==> src/hw/rtl/cha_pkg.sv <==
`timescale 1ns / 1ps
package cha_pkg;

  localparam int PoolW   = 15;
  localparam int CmdW    = 3;
  localparam int SizeW   = 17;
  localparam int HandleW = 8;
  localparam int OffW    = 14;
  localparam int DataW   = 32;
  localparam int StatusW = 3;
  localparam int BaseW   = 14;
  localparam int WordsW  = 15;

  localparam logic [CmdW-1:0] CMD_ALLOC   = 3'd0;
  localparam logic [CmdW-1:0] CMD_FREE    = 3'd1;
  localparam logic [CmdW-1:0] CMD_READ    = 3'd2;
  localparam logic [CmdW-1:0] CMD_WRITE   = 3'd3;
  localparam logic [CmdW-1:0] CMD_COMPACT = 3'd4;

  localparam logic [StatusW-1:0] STS_OK         = 3'd0;
  localparam logic [StatusW-1:0] STS_NO_MEM     = 3'd1;
  localparam logic [StatusW-1:0] STS_NO_HANDLE  = 3'd2;
  localparam logic [StatusW-1:0] STS_NOT_LIVE   = 3'd3;
  localparam logic [StatusW-1:0] STS_BAD_OFFSET = 3'd4;

  typedef struct packed {
    logic [CmdW-1:0]    command;
    logic [SizeW-1:0]   size_bytes;
    logic [HandleW-1:0] handle;
    logic [OffW-1:0]    word_offset;
    logic [DataW-1:0]   write_data;
  } cmd_item_t;

  typedef struct packed {
    logic [StatusW-1:0] status;
    logic [HandleW-1:0] given_handle;
    logic [BaseW-1:0]   base_word;
    logic [DataW-1:0]   read_data;
    logic               compacted;
  } res_item_t;

  typedef enum logic [3:0] {
    OP_IDLE,
    OP_CLEAR,
    OP_LATCH,
    OP_EVAL,
    OP_RDATA,
    OP_GRANT,
    OP_CP_START,
    OP_SCAN_INIT,
    OP_SCAN,
    OP_SCAN_TAIL,
    OP_PICK,
    OP_PLACE,
    OP_COPY_RD,
    OP_COPY_WR,
    OP_EMIT
  } dp_op_e;

  typedef struct packed {
    logic clr_last;
    logic is_alloc;
    logic is_compact;
    logic alloc_ok;
    logic need_comp;
    logic read_go;
    logic scan_last;
    logic best_found;
    logic need_copy;
    logic copy_last;
    logic out_free;
  } dp_stat_t;

endpackage

==> src/hw/rtl/cha_ctrl.sv <==
`timescale 1ns / 1ps
module cha_ctrl
  import cha_pkg::*;
(
  input  logic     clk_i,
  input  logic     rst_ni,
  input  logic     in_valid_i,
  output logic     in_ready_o,
  input  dp_stat_t stat_i,
  output dp_op_e   op_o
);

  localparam logic [3:0] S_CLEAR     = 4'd0;
  localparam logic [3:0] S_IDLE      = 4'd1;
  localparam logic [3:0] S_EVAL      = 4'd2;
  localparam logic [3:0] S_RDATA     = 4'd3;
  localparam logic [3:0] S_GRANT     = 4'd4;
  localparam logic [3:0] S_CP_START  = 4'd5;
  localparam logic [3:0] S_SCAN_INIT = 4'd6;
  localparam logic [3:0] S_SCAN      = 4'd7;
  localparam logic [3:0] S_SCAN_TAIL = 4'd8;
  localparam logic [3:0] S_PICK      = 4'd9;
  localparam logic [3:0] S_PLACE     = 4'd10;
  localparam logic [3:0] S_COPY_RD   = 4'd11;
  localparam logic [3:0] S_COPY_WR   = 4'd12;
  localparam logic [3:0] S_DONE      = 4'd13;

  logic [3:0] state_q, state_d;

  always_comb begin
    state_d    = state_q;
    op_o       = OP_IDLE;
    in_ready_o = 1'b0;
    unique case (state_q)
      S_CLEAR: begin
        op_o = OP_CLEAR;
        if (stat_i.clr_last) state_d = S_IDLE;
      end
      S_IDLE: begin
        in_ready_o = 1'b1;
        if (in_valid_i) begin
          op_o    = OP_LATCH;
          state_d = S_EVAL;
        end
      end
      S_EVAL: begin
        op_o = OP_EVAL;
        if (stat_i.read_go) state_d = S_RDATA;
        else if (stat_i.is_compact || (stat_i.alloc_ok && stat_i.need_comp))
          state_d = S_CP_START;
        else if (stat_i.alloc_ok) state_d = S_GRANT;
        else state_d = S_DONE;
      end
      S_RDATA: begin
        op_o    = OP_RDATA;
        state_d = S_DONE;
      end
      S_GRANT: begin
        op_o    = OP_GRANT;
        state_d = S_DONE;
      end
      S_CP_START: begin
        op_o    = OP_CP_START;
        state_d = S_SCAN_INIT;
      end
      S_SCAN_INIT: begin
        op_o    = OP_SCAN_INIT;
        state_d = S_SCAN;
      end
      S_SCAN: begin
        op_o = OP_SCAN;
        if (stat_i.scan_last) state_d = S_SCAN_TAIL;
      end
      S_SCAN_TAIL: begin
        op_o    = OP_SCAN_TAIL;
        state_d = S_PICK;
      end
      S_PICK: begin
        op_o = OP_PICK;
        if (stat_i.best_found) state_d = S_PLACE;
        else if (stat_i.is_alloc) state_d = S_GRANT;
        else state_d = S_DONE;
      end
      S_PLACE: begin
        op_o    = OP_PLACE;
        state_d = stat_i.need_copy ? S_COPY_RD : S_SCAN_INIT;
      end
      S_COPY_RD: begin
        op_o    = OP_COPY_RD;
        state_d = S_COPY_WR;
      end
      S_COPY_WR: begin
        op_o    = OP_COPY_WR;
        state_d = stat_i.copy_last ? S_SCAN_INIT : S_COPY_RD;
      end
      S_DONE: begin
        if (stat_i.out_free) begin
          op_o    = OP_EMIT;
          state_d = S_IDLE;
        end
      end
      default: state_d = S_IDLE;
    endcase
  end

  always_ff @(posedge clk_i or negedge rst_ni) begin
    if (!rst_ni) state_q <= S_CLEAR;
    else state_q <= state_d;
  end

endmodule

==> config.mk <==
export PLATFORM = sky130hd
export DESIGN_NAME = cha_ctrl
export DESIGN_NICKNAME = d
export VERILOG_FILES = /design/src/hw/rtl/cha_pkg.sv /design/src/hw/rtl/cha_ctrl.sv
export SDC_FILE = /design/constraint.sdc
export NUM_CORES = 1
export LEC_CHECK = 0
export BUFFER_PORTS_ARGS = -buffer_cell sky130_fd_sc_hd__clkbuf_2
export CORE_MARGIN = 1
export CORE_UTILIZATION = 41
export CTS_BUF_LIST = sky130_fd_sc_hd__clkbuf_8
export DETAILED_ROUTE_END_ITERATION = 16
export GPL_TIMING_DRIVEN = 0
export PLACE_DENSITY = 0.67
export SYNTH_ARGS = -nofsm -noshare
export SYNTH_HDL_FRONTEND = slang
export SYNTH_SLANG_ARGS = --single-unit
==> constraint.sdc <==
create_clock -name clk_i -period 3.41 [get_ports clk_i]
set_input_delay 0.682 -clock clk_i [delete_from_list [all_inputs] [get_ports clk_i]]
set_output_delay 0.682 -clock clk_i [all_outputs]
set_load 0.01 [all_outputs]
# Word-level counts from Yosys, hierarchy flattened
# Cells that the tools add are included.
# totals
input_bits	14
out_inout_bits	5
ff_bits	4
word_cells	39
# op_classes
n_mux	16
n_reduce_logical	5
n_eq_ne	17
# ops
op	count
4-bit case mux with 14 select lines	1
4-bit case mux with 13 select lines	1
4-bit 2-to-1 mux	12
4-bit == test, second input constant	6
4-bit by 3-bit == test with 1-bit output, second input constant	4
4-bit by 2-bit == test with 1-bit output, second input constant	2
2-bit inequality test, second input constant	4
4-bit by 1-bit == test with 1-bit output, second input constant	1
4-bit zero test	1
4-bit AND reduction	1
2-bit 2-to-1 mux	1
2-bit OR reduction	1
1-bit logical AND	1
1-bit logical OR	1
1-bit 2-to-1 mux	1

# Longest topological paths before layout
# Gate-level depths: netlist of run 1.
# logic_depth
depth_word	5
ltp_mapped	6
depth_no_buf	4

# Least setup slack after synthesis of run 1
# No wires, ideal clock.
# synth_timing
kind	register to output
start	reg state_q[3]
end	out op_o[2]
n_path_buf	2
path_stages_with_launch	6
setup_slack_ns	1.598
required_ns	2.728
arrival_time_ns	1.130
path_cell_list	dfrtp_1 -> buf_4 -> buf_4 -> a21boi_1 -> a21oi_1 -> a21oi_1
# synth_between
elab_chain_cells	2
elab_cells_between_ends	15
cone_classes	eq/ne (13); mux (1); reduce/logical (1)
# synth_lines
element	line_no	source
start, declared	cha_ctrl.sv:28	logic [3:0] state_q, state_d;
start signal, assigned	cha_ctrl.sv:108	else state_q <= state_d;
4-bit == test (tied with other cells)	cha_ctrl.sv:34	unique case (state_q)
4-bit case mux with 14 select lines (*)	cha_ctrl.sv:34	
end, declared	cha_ctrl.sv:10	output dp_op_e op_o
# Every way passes the cells marked *; elsewhere a longest branch is shown, timed or not.

# Worst setup path in the final report of run 1
# layout_timing
start	reg state_q[2]
end	out op_o[2]
# Same word-level chain as after synthesis.

==> results of run 1 <==
==> worst max-delay path by stage <==
stage               startpoint  endpoint  cells past startpoint  slack [ns]
global route        state_q[2]   op_o[2]                      6        1.07
floorplan           state_q[3]   op_o[2]                      5        1.60
CTS                 state_q[2]   op_o[2]                      6        1.15
detailed placement  state_q[2]   op_o[2]                      6        1.38
global placement    state_q[2]   op_o[2]                      6        1.41
finish              state_q[2]   op_o[2]                      6        1.15
==> synth_stat cells, drive strengths merged <==
cell type / n
nand4: 1
or2b: 1
a21o: 1
nor4b: 1
nor2b: 6
a31oi: 1
buf: 7
o22a: 1
nand4bb: 1
a32oi: 1
a21oi: 8
o32a: 1
nand3: 1
clkbuf: 1
and2: 1
a211oi: 1
nor3b: 3
nand2: 8
o2111ai: 1
a21boi: 3
inv: 1
o21ai: 8
or4: 1
or3: 1
o31ai: 2
nand3b: 2
nor4: 1
o32ai: 1
a311oi: 1
o211ai: 1
nand2b: 4
o22ai: 1
nor2: 3
dfrtp: 4
and3b: 1
==> layout make-up <==
type	count	area share, %
timing repair buffer	18	12.33
tap	15	2.568
sequential	4	13.70
buffer	8	6.336
clock buffer	3	5.651
inverter	1	0.5137
multi-input combinational	68	58.90
==> per-layer routing <==
metal  routed length (microns)  global-route usage, %  vias up
li1                          -                      -      347
met1                       785                  31.16      333
met2                       752                  37.30       24
met3                        90                      0        0
met4                         0                  7.759        0
met5                         0                      0        -
==> power by group through the flow <==
stage                     Sequential [mW]  Clock (mW)  Combinational, mW
after floorplan                    0.0952           0              0.410
after global placement              0.106           0              0.530
after detailed placement            0.108           0              0.531
after CTS                           0.107      0.0999              0.533
after global routing                0.110       0.102              0.595
final                               0.109      0.0963              0.540
==> cell families (layout without fill, tap and decap cells) <==
| logic type | Yosys count | after routing | synth area share (%) |
|---|---|---|---|
| and+or+nand+nor | 36 | 36 | 38.58 |
| AOI/OAI and AO/OA | 32 | 32 | 35.56 |
| buffers and inverters | 9 | 30 | 8.619 |
| DFF | 4 | 4 | 17.24 |
==> stage by stage <==
stage / power [mW] / std cells
global placement: 0.6363 / 114
floorplan: 0.5047 / 81
CTS: 0.7397 / 117
detailed placement: 0.6388 / 114
global route: 0.8069 / 117
finish: 0.7447 / 117
==> critical path, cell delays in order, from the launching register on <==
cell and delay, ns:
dfrtp_1 0.42, buf_2 0.24, buf_4 0.19, a21boi_1 0.16
a21oi_1 0.06, a21oi_1 0.14, clkbuf_2 0.14
==> impl_metrics.toml, run 1 <==
[detailed_routing]
drt_drc_violations_left = 0
vias = 704
routedWlPerCell_microns = 13.91
dr.pass1.iters = 4
detail_route.iter0.violations = 38
vias_per_cell = 6.017
postRouteAntennaNets = 0
finalWirelength_microns = 1627

[power]
pwr-share-comb_pct = 72.5
power_density_mw_per_mm2 = 1019
cell_internal_pwr_mw = 0.3883
power.clock.fraction_pct = 12.9
cellLeakagePower_nw = 0.3193
power_switching_share_pct = 47.86
power.share.sequential_pct = 14.6
switching_power_mw = 0.3564
worst_ir_drop_vdd_mv = 0.6010

[synthesis]
syn_area_sq_um = 580.6
syn_nets = 95
postSynthAreaPerCell_sq_um = 7.167
synth_cell_types = 38
synth_cells = 81
yosysTopAreaCell = "dfrtp_1"
yosys_warnings = 0
synthTopCellsByArea = "dfrtp_1, a21oi_1, nor2b_1, o21ai_1, nand2_1"
yosysTopAreaCellShare_pct = 17.24
ys_seq_elements = 4
seq_area_frac_synth_pct = 17.24

[die]
site_row_count = 13
ioPinCount = 19
fp.dieArea_sq_mm = 0.001571
start_util_pct = 44.62
floorplan.die.width_microns = 39.63
fp.coreArea_sq_mm = 0.001301
chipHeight_microns = 39.63

[cells_and_area]
fill_cells = 131
final_layout_size_suffix_gt1_share_pct = 29.41
design_area_sq_um = 730.7
nets_final = 118
largest_register_ff_count = 4
multi_input_comb_area_sq_um = 430.4
finalCoreUtilization_pct = 56.15
synthToLayoutAreaGrowth_pct = 25.86
ff_latch_area_sq_um = 100.1
antenna_cells = 0
layout.cells.most_common = "clkbuf_2"
most_used_cells_in_the_layout_excluding_fill_and_tap_cells = "clkbuf_2, nand2_1, a21oi_1"
max_flop_register = "state_q"
biggestRegsByFlops = "state_q x4"

[worst_setup_path]
worst_r2r_startpoint = "state_q[3]"
critical_path.startpoint_type = "register"
r2r_setup_slack_ns = 1.99
regToRegEndpoint = "state_q[3]"
cp.required_ns = 2.73
worst_r2r_path_depth = 4
sort_of_element_at_the_end_of_the_critical_path = "output port"
critical_path_arrival_ns = 1.58
criticalPathCategory = "reg2out"
path_max_fanout = 10

[timing]
period_share_pct = 66.23
setup_clock_skew_after_layout_ns = 0.0004996
maxClockFrequency_mhz = 442.8
final.setup.worst_slack_ns = 1.152
worst_slew_pin_tran_ns = 0.4371
max-slew-margin-rel_pct = 70.86
period_minus_slack_ns = 2.258
setup_tns_ns = 0
rsz_0062_raised_after_global_routing = "no"
setup_viol = 0
final-max-slew-violation-count = 0
fin_worst_hold_slack_ns = 0.2673
finalHoldViolCount = 0

[clocking]
clock_insertion_delay_worst_skew_ns = 0.21
clock-sinks = 4
htree_num_levels = 1
clockRootBuffer = "clkbuf_8"
cts.clk_slew.worst_paths_ns = 0.03
cts_buffers = 3
post_cts.resized_instances = 0
cts_tree = "done"
cts_hold_buf = 0
cts_post_setup_buffers_inserted = 0
clock_tree.buffer_depth = 2

[global_route]
grt_start_max_net_pins = 11
global_route_wire_length_before_repair_microns = 2394
grt_remaining_overflow = 0
track_usage_pct = 22.52
number_of_antenna_violations_at_the_first_check_in_global_routing = 0
grt_pass1_vias = 571

[status]
run_status = "finished, final reports clean"

[placed_design]
gpl.final_weighted_congestion = 0.8971
dpl.hpwl_microns = 1208
place_ws_ns = 1.381
placement.io_buffers = 18
post_dp_cell_area_sq_um = 689.4

[flow_run]
drv.max_cap_violation_count = 0

[hold_path]
timing.hold.worst.class = "in2async"
Power figures use the tool's default switching activity.
==> run 2: changes to the inputs <==
--- a/config.mk
+++ b/config.mk
@@ -5,13 +5,14 @@
 export SDC_FILE = /design/constraint.sdc
 export NUM_CORES = 1
 export LEC_CHECK = 0
+export ABC_AREA = 1
 export BUFFER_PORTS_ARGS = -buffer_cell sky130_fd_sc_hd__clkbuf_2
 export CORE_MARGIN = 1
 export CORE_UTILIZATION = 41
 export CTS_BUF_LIST = sky130_fd_sc_hd__clkbuf_8
 export DETAILED_ROUTE_END_ITERATION = 16
 export GPL_TIMING_DRIVEN = 0
-export PLACE_DENSITY = 0.67
+export PLACE_DENSITY = 0.68
 export SYNTH_ARGS = -nofsm -noshare
 export SYNTH_HDL_FRONTEND = slang
 export SYNTH_SLANG_ARGS = --single-unit
==> constraint.sdc (replaced) <==
create_clock -name clk_i -period 2.22 [get_ports clk_i]
set_input_delay 0.444 -clock clk_i [delete_from_list [all_inputs] [get_ports clk_i]]
set_output_delay 0.444 -clock clk_i [all_outputs]
set_load 0.01 [all_outputs]
==> run 2 against run 1 <==
Die area is 8.0% lower. Largest power group unchanged. Design area is 6.8% lower. First-iteration DRC count is 2.6% higher. Sequential share of layout area is 1.0 points higher. Total power is 33% higher. Cell count is 21% higher. Highest routed layer is now met4. Clock skew is 0.0049 ns higher. Largest cell class unchanged. Critical path depth is 1 lower. Combinational power is 24% higher. Global-route usage is 4.1 points higher.
==> impl_metrics.toml, run 2 <==
[detailed_routing]
vias = 730
vias_per_cell = 5.177
postRouteAntennaNets = 0
finalWirelength_microns = 1514
detail_route.iter0.violations = 39
routedWlPerCell_microns = 10.74
drt_drc_violations_left = 0
dr.pass1.iters = 4

[global_route]
met2_usage_pct = 40.95
global_route_wire_length_before_repair_microns = 2539
grt_start_max_net_pins = 8
grt_util_met3_pct = 5.814
top_usage_layer = "met2"
grt_pass1_vias = 627
grt_use_met1_pct = 32.73
number_of_antenna_violations_at_the_first_check_in_global_routing = 0
grt_remaining_overflow = 0
track_usage_pct = 26.66

[worst_setup_path]
critical_path_arrival_ns = 1.50
criticalPathCategory = "reg2out"
critical_path.startpoint_type = "register"
path_max_fanout = 6
sort_of_element_at_the_end_of_the_critical_path = "output port"
cp.required_ns = 1.78

[synthesis]
yosysTopAreaCell = "nand2_1"
synth_flop_cell = "dfrtp_1"
yosysTopAreaCellShare_pct = 27.53
synth-edff-count = 0
syn_nets = 120
yosysMostFrequentCell = "nand2_1"
synthTopCellsByArea = "nand2_1, dfrtp_1, nor2_1, inv_1, nand3_1"
postSynthAreaPerCell_sq_um = 5.017
synth-simple-area-share_pct = 60.47
ys_seq_elements = 4
seq_area_frac_synth_pct = 18.82
synth_cell_types = 15
compound_gate_portion_of_the_synthesized_area_pct = 10.82
synth_cells = 106
synth_async_sr_flop_share_pct = 100.0
synth_adder_area_share_pct = 0
yosys_warnings = 0
synth.mux.area_fraction_pct = 0
synth_xor_area_share_pct = 0
ys_top_cells_by_count = "nand2_1, nor2_1, inv_1"
main_combinational_cell_family_by_area_after_synthesis = "simple AND/OR/NAND/NOR gates"
syn_area_sq_um = 531.8

[placed_design]
place.detailed.instances = 138
placement.io_buffers = 18
dpl.hpwl_microns = 1136
place_ws_ns = 0.5294
gpl.final_weighted_congestion = 0.8844

[clocking]
htree_num_levels = 1
cts_tree = "done"
cts_hold_buf = 0
clockRootBuffer = "clkbuf_8"
cts.clk_slew.worst_paths_ns = 0.03
cts_post_setup_buffers_inserted = 0
clock-sinks = 4
clock_insertion_delay_worst_skew_ns = 0.22
post_cts.resized_instances = 0
clock_tree.buffer_depth = 2
cts_buffers = 3

[cells_and_area]
max_flop_register = "state_q"
nets_final = 143
final_layout_size_suffix_gt1_share_pct = 19.69
most_used_cells_in_the_layout_excluding_fill_and_tap_cells = "nand2_1, nor2_1, clkbuf_2"
finish.cell_count_without_fillers = 141
biggestRegsByFlops = "state_q x4"
synthToLayoutAreaGrowth_pct = 28.00
layout.cells.most_common = "nand2_1"
antenna_cells = 0
largest_register_ff_count = 4

[timing]
final-max-slew-violation-count = 0
final.setup.worst_slack_ns = 0.2739
maxClockFrequency_mhz = 513.9
setup_viol = 0
finalHoldViolCount = 0
setup_clock_skew_after_layout_ns = 0.005389
max-slew-margin-rel_pct = 71.95
period_share_pct = 87.66
period_minus_slack_ns = 1.946
rsz_0062_raised_after_global_routing = "no"
setup_tns_ns = 0
worst_slew_pin_tran_ns = 0.4191

[status]
run_status = "finished, final reports clean"

[die]
fp.coreArea_sq_mm = 0.001156
start_util_pct = 46.00
floorplan.die.width_microns = 38.02
fp.dieArea_sq_mm = 0.001445
site_row_count = 12
chipHeight_microns = 38.02
ioPinCount = 19

[power]
power_density_mw_per_mm2 = 1456
cellLeakagePower_nw = 0.4182
power.clock.fraction_pct = 15.8
pwr-share-comb_pct = 67.8
worst_ir_drop_vdd_mv = 0.7941
cell_internal_pwr_mw = 0.4557
switching_power_mw = 0.5354
power_switching_share_pct = 54.02
power.share.sequential_pct = 16.4

[hold_path]
timing.hold.worst.class = "in2async"

[flow_run]
drv.max_cap_violation_count = 0
[run 2: cell types whose count changed after synthesis, sizes merged, moves of 5 or more]
| cell | delta |
|---|---|
| a21oi | -5 |
| buf | -7 |
| inv | +13 |
| nand2 | +31 |
| nand3 | +7 |
| nor2 | +21 |
| nor2b | -6 |
[run 2: per-stage QoR]
stage               hold WS, ns  utilization [%]  cell area [sq um]  power, mW
floorplan                0.1484                -              531.8     0.6216
global placement         0.2492            55.30              639.4     0.8150
detailed placement       0.2498            55.30              639.4     0.8135
CTS                     0.01313            58.87              680.7     0.9900
global route            0.02099            58.87              680.7      1.107
finish                  0.01799            58.87              680.7     0.9911
[run 2: logic make-up (layout without fill, tap and decap cells)]
family,after synthesis,count (layout)
flops,4,4
simple gates,77,77
buf+inv,14,35
compound gates,11,11
[run 2: area by class of cell]
class	count	area (sq um)
repair buffers	18	90.09
fillers	109	475.5
clock buffers	3	41.29
well taps	14	17.52
flip-flops and latches	4	100.1
inverters	14	52.55
multi-input cells	88	379.1
[run 2: power groups by stage]
stage          Sequential, mW  Combinational [mW]  Clock, mW
2_1_floorplan           0.151               0.471          0
4_1_cts                 0.161               0.666      0.162
5_1_grt                 0.168               0.774      0.165
6_report                0.163               0.672      0.156
3_5_place_dp            0.162               0.652          0
3_3_place_gp            0.161               0.654          0
[run 2: critical path, stage by stage (launching register included)]
cell and delay [ns]:
dfrtp_1 0.40, nand2_1 0.17, nor3_1 0.34, a21oi_1 0.14
nand4_1 0.10, clkbuf_2 0.13
[run 2: path summary, 6_finish.rpt]
check	start	end	slack, ns	depth (start not counted)
setup / recovery	state_q[3]	op_o[2]	0.27	5
hold / removal	rst_ni	state_q[1]	0.02	1
setup reg to reg	state_q[2]	state_q[1]	0.68	7
hold reg to reg	state_q[2]	state_q[2]	0.64	2
max in group asynchronous	rst_ni	state_q[0]	2.08	1
min in group clk_i	stat_i[4]	state_q[1]	0.51	3
[run 2: layer usage]
metal | up-vias | routed length (microns)
met1 | 315 | 622
met4 | 0 | 12
li1 | 376 | -
met3 | 2 | 106
met2 | 37 | 772
met5 | - | 0
